--- src/design/pure_pursuit_step_top_defines.svh ---
// assertion macros shared by the pursuit step rtl
// expects clk and rst_n in the scope of each use
`ifndef PURE_PURSUIT_STEP_TOP_DEFINES_SVH
`define PURE_PURSUIT_STEP_TOP_DEFINES_SVH

// same-cycle implication
`define PPS_ASSERT_IMP(name, ante, cons, msg) \
  name: assert property (@(posedge clk) disable iff (!rst_n) (ante) |-> (cons)) \
    else $error(msg);

// next-cycle implication
`define PPS_ASSERT_NXT(name, ante, cons, msg) \
  name: assert property (@(posedge clk) disable iff (!rst_n) (ante) |=> (cons)) \
    else $error(msg);

`endif

--- src/design/pps_pkg.sv ---
// shared types and constants for the pursuit step block
// no dependencies
package pps_pkg;

  localparam int SPEED_BITS = 10;
  localparam logic [SPEED_BITS-1:0] SPEED_RESET = 10'd10;
  localparam int OUT_POS_BITS = 12;
  localparam int SEP_BITS = 13;
  localparam logic [SEP_BITS-1:0] SEP_MAX = 13'h1fff;

  typedef enum logic [1:0] {
    OP_MUL,
    OP_MAC,
    OP_SQRT,
    OP_DIV
  } pps_op_t;

  typedef struct packed {
    logic    start;
    pps_op_t op;
  } pps_cmd_t;

  typedef struct packed {
    logic busy;
    logic done;
  } pps_sts_t;

  typedef enum logic [3:0] {
    S_IDLE,
    S_SQX,
    S_SQY,
    S_ROOT,
    S_CHECK,
    S_MULX,
    S_DIVX,
    S_MULY,
    S_DIVY,
    S_FIN
  } pps_state_t;

  function automatic int imax(input int a, input int b);
    return (a > b) ? a : b;
  endfunction

endpackage

--- src/design/pps_alu.sv ---
// bit-serial arithmetic unit: shift-add multiply, digit square root, restoring divide
// depends on pps_pkg and pure_pursuit_step_top_defines.svh
`include "pure_pursuit_step_top_defines.svh"

module pps_alu #(
  parameter int COORD_BITS = 12
) (
  input  logic                 clk,
  input  logic                 rst_n,
  input  pps_pkg::pps_cmd_t    cmd,
  input  logic [COORD_BITS:0]  opa,
  input  logic [pps_pkg::imax(COORD_BITS+1, pps_pkg::SPEED_BITS)-1:0] opb,
  output pps_pkg::pps_sts_t    sts,
  output logic [COORD_BITS:0]  root,
  output logic [pps_pkg::SPEED_BITS-1:0] quo
);

  localparam int SB  = pps_pkg::SPEED_BITS;
  localparam int AB  = COORD_BITS + 1;
  localparam int SQW = 2 * COORD_BITS + 2;
  localparam int PW  = AB + SB;
  localparam int WA  = pps_pkg::imax(SQW, PW);
  localparam int MB  = pps_pkg::imax(AB, SB);
  localparam int RW  = COORD_BITS + 4;
  localparam int CW  = $clog2(MB + 1);

  logic             busy_r;
  logic [CW-1:0]    cnt_r;
  logic [CW-1:0]    cnt_init;
  pps_pkg::pps_op_t op_r;
  logic [WA-1:0]    acc_r;
  logic [WA-1:0]    mc_r;
  logic [MB-1:0]    mp_r;
  logic [RW-1:0]    rem_r;
  logic [AB-1:0]    root_r;
  logic [SB-1:0]    quo_r;

  logic [WA-1:0]    acc_sum;
  logic [RW-1:0]    rem2;
  logic [RW-1:0]    trial;
  logic             sbit;
  logic [AB:0]      dtry;
  logic             dbit;

  assign acc_sum = acc_r + mc_r;
  assign rem2    = {rem_r[RW-3:0], acc_r[SQW-1 -: 2]};
  assign trial   = RW'({root_r, 2'b01});
  assign sbit    = (rem2 >= trial);
  assign dtry    = {rem_r[AB-1:0], quo_r[SB-1]};
  assign dbit    = (dtry >= {1'b0, root_r});

  always_comb begin
    unique case (cmd.op) inside
      pps_pkg::OP_MUL, pps_pkg::OP_MAC: cnt_init = CW'(MB);
      pps_pkg::OP_SQRT:                 cnt_init = CW'(AB);
      pps_pkg::OP_DIV:                  cnt_init = CW'(SB);
      default:                          cnt_init = CW'(MB);
    endcase
  end

  always_ff @(posedge clk) begin
    if (!rst_n) begin
      busy_r <= 1'b0;
      cnt_r  <= '0;
    end else if (cmd.start) begin
      busy_r <= 1'b1;
      cnt_r  <= cnt_init;
    end else if (busy_r) begin
      cnt_r <= cnt_r - CW'(1);
      if (cnt_r == CW'(1)) begin
        busy_r <= 1'b0;
      end
    end
  end

  always_ff @(posedge clk) begin
    if (cmd.start) begin
      op_r <= cmd.op;
      case (cmd.op) inside
        pps_pkg::OP_MUL, pps_pkg::OP_MAC: begin
          if (cmd.op == pps_pkg::OP_MUL) begin
            acc_r <= '0;
          end
          mc_r <= WA'(opa);
          mp_r <= opb;
        end
        pps_pkg::OP_SQRT: begin
          rem_r  <= '0;
          root_r <= '0;
        end
        pps_pkg::OP_DIV: begin
          // quotient fits the speed width, so the top bits form the first remainder
          rem_r <= RW'(acc_r[SB +: AB]);
          quo_r <= acc_r[SB-1:0];
        end
        default: begin
        end
      endcase
    end else if (busy_r) begin
      case (op_r) inside
        pps_pkg::OP_MUL, pps_pkg::OP_MAC: begin
          if (mp_r[0]) begin
            acc_r <= acc_sum;
          end
          mc_r <= mc_r << 1;
          mp_r <= mp_r >> 1;
        end
        pps_pkg::OP_SQRT: begin
          acc_r <= acc_r << 2;
          if (sbit) begin
            rem_r <= rem2 - trial;
          end else begin
            rem_r <= rem2;
          end
          root_r <= {root_r[AB-2:0], sbit};
        end
        pps_pkg::OP_DIV: begin
          if (dbit) begin
            rem_r <= RW'(dtry - {1'b0, root_r});
          end else begin
            rem_r <= RW'(dtry);
          end
          quo_r <= {quo_r[SB-2:0], dbit};
        end
        default: begin
        end
      endcase
    end
  end

  assign sts.busy = busy_r;
  assign sts.done = busy_r && (cnt_r == CW'(1));
  assign root     = root_r;
  assign quo      = quo_r;

  `PPS_ASSERT_IMP(a_start_when_idle, cmd.start, !busy_r, "alu started while busy")
  `PPS_ASSERT_IMP(a_div_nonzero, cmd.start && cmd.op == pps_pkg::OP_DIV, root_r != '0, "divide by zero")
  `PPS_ASSERT_NXT(a_done_ends, sts.done && !cmd.start, !busy_r, "alu still busy after done")

endmodule

--- src/design/pure_pursuit_step_top.sv ---
// Pursuit step: each target word moves a pursuer (reset at the origin) toward the target by
// speed*d/separation per axis, with a sticky capture when separation <= speed. One shared
// bit-serial unit does both squares, the square root, both speed products and both
// divisions, one bit per cycle, so one word is in flight at a time. A result waits in the
// output register so the next word can start. The speed register may be written only while
// idle.
// depends on pps_pkg, pps_alu and pure_pursuit_step_top_defines.svh
`include "pure_pursuit_step_top_defines.svh"

module pure_pursuit_step_top #(
  parameter int COORD_BITS = 12
) (
  input  logic                                    clk,
  input  logic                                    rst_n,
  input  logic                                    in_valid,
  output logic                                    in_stall,
  input  logic signed [COORD_BITS-1:0]            in_target_x,
  input  logic signed [COORD_BITS-1:0]            in_target_y,
  output logic                                    out_valid,
  input  logic                                    out_stall,
  output logic signed [pps_pkg::OUT_POS_BITS-1:0] out_pursuer_x_now,
  output logic signed [pps_pkg::OUT_POS_BITS-1:0] out_pursuer_y_now,
  output logic [pps_pkg::SEP_BITS-1:0]            out_separation,
  output logic                                    out_captured,
  input  logic                                    cfg_valid,
  output logic                                    cfg_ready,
  input  logic [pps_pkg::SPEED_BITS-1:0]          cfg_data
);

  localparam int SB  = pps_pkg::SPEED_BITS;
  localparam int AB  = COORD_BITS + 1;
  localparam int MB  = pps_pkg::imax(AB, SB);
  localparam int SW  = pps_pkg::imax(COORD_BITS, SB + 1) + 1;
  localparam int RXW = pps_pkg::imax(AB, pps_pkg::SEP_BITS);
  localparam int XW  = pps_pkg::imax(COORD_BITS, pps_pkg::OUT_POS_BITS);
  localparam int OPB = pps_pkg::OUT_POS_BITS;
  localparam logic signed [SW-1:0] CMAX = SW'((1 << (COORD_BITS - 1)) - 1);
  localparam logic signed [SW-1:0] CMIN = ~CMAX;

  pps_pkg::pps_state_t state_r, state_nxt;
  logic                first_r;
  logic [SB-1:0]       speed_r;
  logic [COORD_BITS-1:0] px_r, py_r, nx_r;
  logic                cap_r, mv_r;
  logic [AB-1:0]       ax_r, ay_r;
  logic                sx_r, sy_r;
  logic                out_valid_r;
  logic [OPB-1:0]      out_x_r, out_y_r;
  logic [pps_pkg::SEP_BITS-1:0] out_sep_r;
  logic                out_cap_r;

  pps_pkg::pps_cmd_t   cmd;
  pps_pkg::pps_sts_t   sts;
  logic [AB-1:0]       opa;
  logic [MB-1:0]       opb;
  logic [AB-1:0]       root;
  logic [SB-1:0]       quo;

  logic                accept, hit, fin_go;
  logic [AB-1:0]       dx_w, dy_w;
  logic signed [XW-1:0] px_x, py_x;
  logic [RXW-1:0]      root_x;
  logic [pps_pkg::SEP_BITS-1:0] sep_w;

  function automatic logic [COORD_BITS-1:0] move_coord(
    input logic [COORD_BITS-1:0] p,
    input logic                  neg,
    input logic [SB-1:0]         q
  );
    logic signed [SW-1:0] pe;
    logic signed [SW-1:0] st;
    logic signed [SW-1:0] sum;
    pe  = SW'($signed(p));
    st  = SW'($signed({1'b0, q}));
    if (neg) begin
      st = -st;
    end
    sum = pe + st;
    if (sum > CMAX) begin
      return CMAX[COORD_BITS-1:0];
    end else if (sum < CMIN) begin
      return CMIN[COORD_BITS-1:0];
    end
    return sum[COORD_BITS-1:0];
  endfunction

  pps_alu #(
    .COORD_BITS(COORD_BITS)
  ) u_alu (
    .clk  (clk),
    .rst_n(rst_n),
    .cmd  (cmd),
    .opa  (opa),
    .opb  (opb),
    .sts  (sts),
    .root (root),
    .quo  (quo)
  );

  assign accept = in_valid && !in_stall;
  assign dx_w   = AB'(in_target_x) - AB'($signed(px_r));
  assign dy_w   = AB'(in_target_y) - AB'($signed(py_r));
  assign hit    = cap_r || (MB'(root) <= MB'(speed_r));
  assign fin_go = (state_r == pps_pkg::S_FIN) && (!out_valid_r || !out_stall);
  assign px_x   = XW'($signed(px_r));
  assign py_x   = XW'($signed(py_r));
  assign root_x = RXW'(root);
  assign sep_w  = (root_x > RXW'(pps_pkg::SEP_MAX)) ? pps_pkg::SEP_MAX
                                                     : root_x[pps_pkg::SEP_BITS-1:0];

  // next state
  always_comb begin
    state_nxt = state_r;
    unique case (state_r)
      pps_pkg::S_IDLE:  if (in_valid) state_nxt = pps_pkg::S_SQX;
      pps_pkg::S_SQX:   if (sts.done) state_nxt = pps_pkg::S_SQY;
      pps_pkg::S_SQY:   if (sts.done) state_nxt = pps_pkg::S_ROOT;
      pps_pkg::S_ROOT:  if (sts.done) state_nxt = pps_pkg::S_CHECK;
      pps_pkg::S_CHECK: state_nxt = hit ? pps_pkg::S_FIN : pps_pkg::S_MULX;
      pps_pkg::S_MULX:  if (sts.done) state_nxt = pps_pkg::S_DIVX;
      pps_pkg::S_DIVX:  if (sts.done) state_nxt = pps_pkg::S_MULY;
      pps_pkg::S_MULY:  if (sts.done) state_nxt = pps_pkg::S_DIVY;
      pps_pkg::S_DIVY:  if (sts.done) state_nxt = pps_pkg::S_FIN;
      pps_pkg::S_FIN:   if (fin_go) state_nxt = pps_pkg::S_IDLE;
      default:          state_nxt = pps_pkg::S_IDLE;
    endcase
  end

  // unit commands and operands
  always_comb begin
    in_stall  = (state_r != pps_pkg::S_IDLE);
    cmd.start = 1'b0;
    cmd.op    = pps_pkg::OP_MUL;
    opa       = ax_r;
    opb       = MB'(ax_r);
    unique case (state_r)
      pps_pkg::S_SQX: begin
        cmd.start = first_r;
        cmd.op    = pps_pkg::OP_MUL;
      end
      pps_pkg::S_SQY: begin
        cmd.start = first_r;
        cmd.op    = pps_pkg::OP_MAC;
        opa       = ay_r;
        opb       = MB'(ay_r);
      end
      pps_pkg::S_ROOT: begin
        cmd.start = first_r;
        cmd.op    = pps_pkg::OP_SQRT;
      end
      pps_pkg::S_MULX: begin
        cmd.start = first_r;
        cmd.op    = pps_pkg::OP_MUL;
        opb       = MB'(speed_r);
      end
      pps_pkg::S_MULY: begin
        cmd.start = first_r;
        cmd.op    = pps_pkg::OP_MUL;
        opa       = ay_r;
        opb       = MB'(speed_r);
      end
      pps_pkg::S_DIVX, pps_pkg::S_DIVY: begin
        cmd.start = first_r;
        cmd.op    = pps_pkg::OP_DIV;
      end
      pps_pkg::S_IDLE, pps_pkg::S_CHECK, pps_pkg::S_FIN: begin
      end
      default: begin
      end
    endcase
  end

  always_ff @(posedge clk) begin
    if (!rst_n) begin
      state_r     <= pps_pkg::S_IDLE;
      first_r     <= 1'b0;
      speed_r     <= pps_pkg::SPEED_RESET;
      px_r        <= '0;
      py_r        <= '0;
      cap_r       <= 1'b0;
      mv_r        <= 1'b0;
      out_valid_r <= 1'b0;
    end else begin
      state_r     <= state_nxt;
      first_r     <= (state_nxt != state_r);
      out_valid_r <= fin_go || (out_valid_r && out_stall);
      if (cfg_valid) begin
        speed_r <= cfg_data;
      end
      if (state_r == pps_pkg::S_CHECK) begin
        cap_r <= hit;
        mv_r  <= !hit;
      end
      if (fin_go && mv_r) begin
        px_r <= nx_r;
        py_r <= move_coord(py_r, sy_r, quo);
      end
    end
  end

  always_ff @(posedge clk) begin
    if (accept) begin
      ax_r <= dx_w[AB-1] ? AB'(-dx_w) : dx_w;
      ay_r <= dy_w[AB-1] ? AB'(-dy_w) : dy_w;
      sx_r <= dx_w[AB-1];
      sy_r <= dy_w[AB-1];
    end
    // x quotient is still held while the y product is formed
    if (state_r == pps_pkg::S_MULY && first_r) begin
      nx_r <= move_coord(px_r, sx_r, quo);
    end
    if (fin_go) begin
      out_x_r   <= px_x[OPB-1:0];
      out_y_r   <= py_x[OPB-1:0];
      out_sep_r <= sep_w;
      out_cap_r <= cap_r;
    end
  end

  assign cfg_ready         = 1'b1;
  assign out_valid         = out_valid_r;
  assign out_pursuer_x_now = out_x_r;
  assign out_pursuer_y_now = out_y_r;
  assign out_separation    = out_sep_r;
  assign out_captured      = out_cap_r;

  `PPS_ASSERT_NXT(a_cap_sticky, cap_r, cap_r, "capture flag dropped")
  `PPS_ASSERT_NXT(a_pos_frozen, cap_r, $stable(px_r) && $stable(py_r), "pursuer moved after capture")
  `PPS_ASSERT_NXT(a_accept_starts, accept, state_r == pps_pkg::S_SQX && first_r, "word not started")

endmodule
--- config.mk ---
export PLATFORM = sky130hd
export DESIGN_NAME = pure_pursuit_step_top
export DESIGN_NICKNAME = d
export VERILOG_FILES = /design/src/design/pps_pkg.sv /design/src/design/pps_alu.sv /design/src/design/pure_pursuit_step_top.sv
export VERILOG_INCLUDE_DIRS = /design/src /design/src/design
export SDC_FILE = /design/constraint.sdc
export NUM_CORES = 1
export LEC_CHECK = 0
export BUFFER_PORTS_ARGS = -buffer_cell sky130_fd_sc_hd__buf_2
export CORE_MARGIN = 2
export CORE_UTILIZATION = 30
export CTS_CLUSTER_DIAMETER = 100
export DETAILED_ROUTE_END_ITERATION = 12
export PLACE_DENSITY = 0.54
export REMOVE_ABC_BUFFERS = 1
export SKIP_CTS_REPAIR_TIMING = 1
export SLEW_MARGIN = 10
export SYNTH_ARGS = -nofsm -noshare
export SYNTH_HDL_FRONTEND = slang
export SYNTH_SLANG_ARGS = --single-unit
--- constraint.sdc ---
create_clock -name clk -period 6.44 [get_ports clk]
set_input_delay 0.966 -clock clk [delete_from_list [all_inputs] [get_ports clk]]
set_output_delay 0.966 -clock clk [all_outputs]
set_load 0.03 [all_outputs]
==> impl_metrics.tcl <==
set metrics [dict create \
    status "finished, final reports clean" \
    post-route-min-period_ns 4.62 \
    fin_cells 2385 \
    design.die.area_mm2 0.0533 \
    synthMuxAreaShare_pct 2.55 \
    fmax_mhz 216 \
    synth_commonest_cells "186 x nand2_1, 182 x edfxtp_1, 128 x nor2_1" \
    synth_top_flop_cell "edfxtp_1" \
    worstPathRequired_ns 6.69 \
    synth_top_family_by_area "compound AO/OA/AOI/OAI gates" \
    synth-xor-area-share_pct 5.51 \
    total_power_w 0.00390 \
    synthSimpleGateAreaFrac_pct 16.8 \
    hold_path.class "flop to flop" \
    grt_pass1_wl_mm 64.5 \
    p_int_w 0.00284 \
    critical_path_class "flop to flop" \
    antenna_left 0 \
    io_pins 80 \
    dp_hpwl_mm 30.6 \
    firstDrtPassIters 5 \
    synth_fa_ha_area_share_pct 11.0 \
    drtIter0Drc 888 \
    switchingPower_w 0.00107 \
    ir_drop_uv 201 \
    netlist_area_mm2 0.0154 \
    fp.dieW_um 231 \
    yosys.area.top_type "edfxtp_1" \
    synth_sequential_area_ratio_pct 41.5 \
    drc_errors 0 \
    die_y_um 231 \
    htree_levels 1 \
    skew_ns 0.0224 \
    syn_inst 1633 \
    start_util_pct 30.2 \
    synthTopCellsByArea "edfxtp_1 35%, ha_1 9.6%, dfxtp_1 6.1%, nand2_1 4.5%, xnor2_1 3.7%" \
    path_clk_slew_ns 0.06 \
    drive_gt1_share_pct 11.1 \
    nNetsFinal 1847 \
    overflow 0 \
    totalWireLength_mm 40.7 \
    synth_top_area_share_pct 35.4 \
    vias 12200 \
    synth-edff-count 182 \
    drv_cap 0 \
    rsz0062_at_grt "no" \
    period_share_pct 71.8 \
    grt_max_degree 72 \
    clockBufferDepth 3 \
    tightestPinTransition_ns 1.01 \
    clock-sinks 229 \
    core.rowCount 83 \
    syn_avg_cell_area_um2 9.45 \
    cp_data_arrival_time_ns 4.87 \
    area_growth_pct 12.6 \
    pwr-share-comb_pct 16.4 \
    gp_congestion 0.868 \
    synth_compound_area_share_pct 18.2 \
    core_area_mm2 0.0511 \
    critPathLaunchType "flop" \
    dp.cells 2335 \
    n_antenna_cell 0 \
    wire_per_inst_um 17.1 \
    yosys_warnings 0 \
    maxSlewViolCount 0 \
    slew_headroom_pct 32.4 \
    clk_latency_ns 0.57 \
    cts-root-buf "clkbuf_16" \
    port-buffer-count 78 \
    synthArstFlopShare_pct 0 \
    setup_viol 0 \
    yosysMostFrequentCell "nand2_1" \
    switching_share_pct 27.4 \
    critPathCaptureType "flop" \
    reg2reg_slack_ns 1.82 \
    path_max_fanout 11 \
    ys_ff_latch 229 \
    seqPwrFrac_pct 44.5 \
    vias_per_cell 5.11 \
    tns_ns 0 \
    cts_tree "yes" \
    grt_pass1_vias 11800 \
    cts-buffers-inserted 27 \
    power.density_mw_per_mm2 225 \
    hold_violations 0 \
    ys_types 90 \
    p_clk_share_pct 39.0 \
    grtUsageTotal_pct 15.2 \
    grt_antenna_before_repair 0 \
    static-leakage-power_nw 6.51 \
]
-- path summary, 6_finish.rpt --
kind,endpoint,from,depth (start not counted)
min,out_separation[6],u_alu.root[6],0
max,nx_r[8],u_alu.quo[2],12
min reg2reg,out_separation[6],u_alu.root[6],0
max reg2reg,nx_r[8],u_alu.quo[2],12
-- sequential cells by signal, summed over array words and instances, names as in the netlist, 10 cells and up --
register and cells:
u_alu.root 13, u_alu.acc_r 26, u_alu.quo 10, px_r 12, u_alu.mc_r 26, out_separation 13, u_alu.rem_r 14, u_alu.mp_r 13
out_pursuer_x_now 12, ax_r 13, out_pursuer_y_now 12, speed_r 10, ay_r 13, py_r 12, nx_r 12
-- stage by stage --
step / util [%] / setup WS [ns] / area [um2] / hold WS, ns
floorplan: - / 1.49 / 15100 / 0.426
global placement: 32.3 / 1.95 / 16500 / 0.492
detailed placement: 32.3 / 1.89 / 16500 / 0.492
CTS: 34.0 / 1.84 / 17400 / 0.506
global route: 34.0 / 1.52 / 17400 / 0.516
finish: 34.0 / 1.82 / 17400 / 0.515
-- critical path, stage by stage, from the launching register on --
cell      delay, ns
edfxtp_1       0.48
or3_1          0.45
or3_2          0.44
or3_1          0.35
or3_1          0.36
nand2_1        0.10
xnor2_1        0.08
ha_1           0.23
or3_1          0.37
nor3_1         0.27
nor3_2         0.10
nor3_1         0.82
o21ai_0        0.26
-- cells by family after synthesis --
logic type,count (synthesis)
AND/OR/NAND/NOR,543
AO/OA/AOI/OAI,425
flip-flops,229
buffers and inverters,166
adder cells (fa/ha/maj),133
XOR/XNOR,97
multiplexers,39
other,1
-- cells in the final DEF (no fill, tap or decap), types with 8 or more instances in the layout --
cell	instances
and3_1	12
mux2i_1	36
inv_1	92
a22oi_1	15
xnor2_1	66
or3_1	19
nand2b_1	19
nor3b_1	9
nor2_1	127
and2_1	27
a211oi_1	22
buf_2	78
nor3_1	40
a21o_1	19
o31ai_1	13
a21boi_0	20
buf_4	15
nand3_1	21
xor2_1	31
maj3_2	8
ha_1	118
dfxtp_1	47
nor2b_1	36
nand4_1	12
a21oi_1	99
edfxtp_1	182
a21oi_2	9
o21a_1	24
nand2_1	185
o21ai_0	102
o221ai_1	8
a31oi_1	17
clkbuf_16	27
o211ai_1	9
-- layout make-up --
cell class / instances / area (um2)
Clock inverter: 16 / 166
Sequential cell: 229 / 6410
Inverter: 95 / 357
Timing Repair Buffer: 93 / 503
Tap cell: 680 / 851
Multi-Input combinational cell: 1238 / 8390
Fill cell: 5247 / 33700
Clock buffer: 34 / 702
-- power by group through the flow --
| stage | clock [W] | sequential (W) | combinational (W) |
|---|---|---|---|
| 2_1_floorplan | 0 | 0.00174 | 0.000473 |
| 3_3_place_gp | 0 | 0.00177 | 0.000631 |
| 3_5_place_dp | 0 | 0.00177 | 0.000641 |
| 4_1_cts | 0.00157 | 0.00174 | 0.000645 |
| 5_1_grt | 0.00162 | 0.00174 | 0.000723 |
| 6_report | 0.00152 | 0.00174 | 0.000642 |
-- layer usage --
metal / routed length, um / vias to the layer above / track usage (%)
met1: 19800 / 5816 / 21.2
met4: 1010 / 0 / 4.07
met3: 1710 / 61 / 2.19
met2: 18200 / 255 / 24.5
met5: 0 / - / 0
li1: - / 6050 / -
Power figures use the tool's default switching activity.
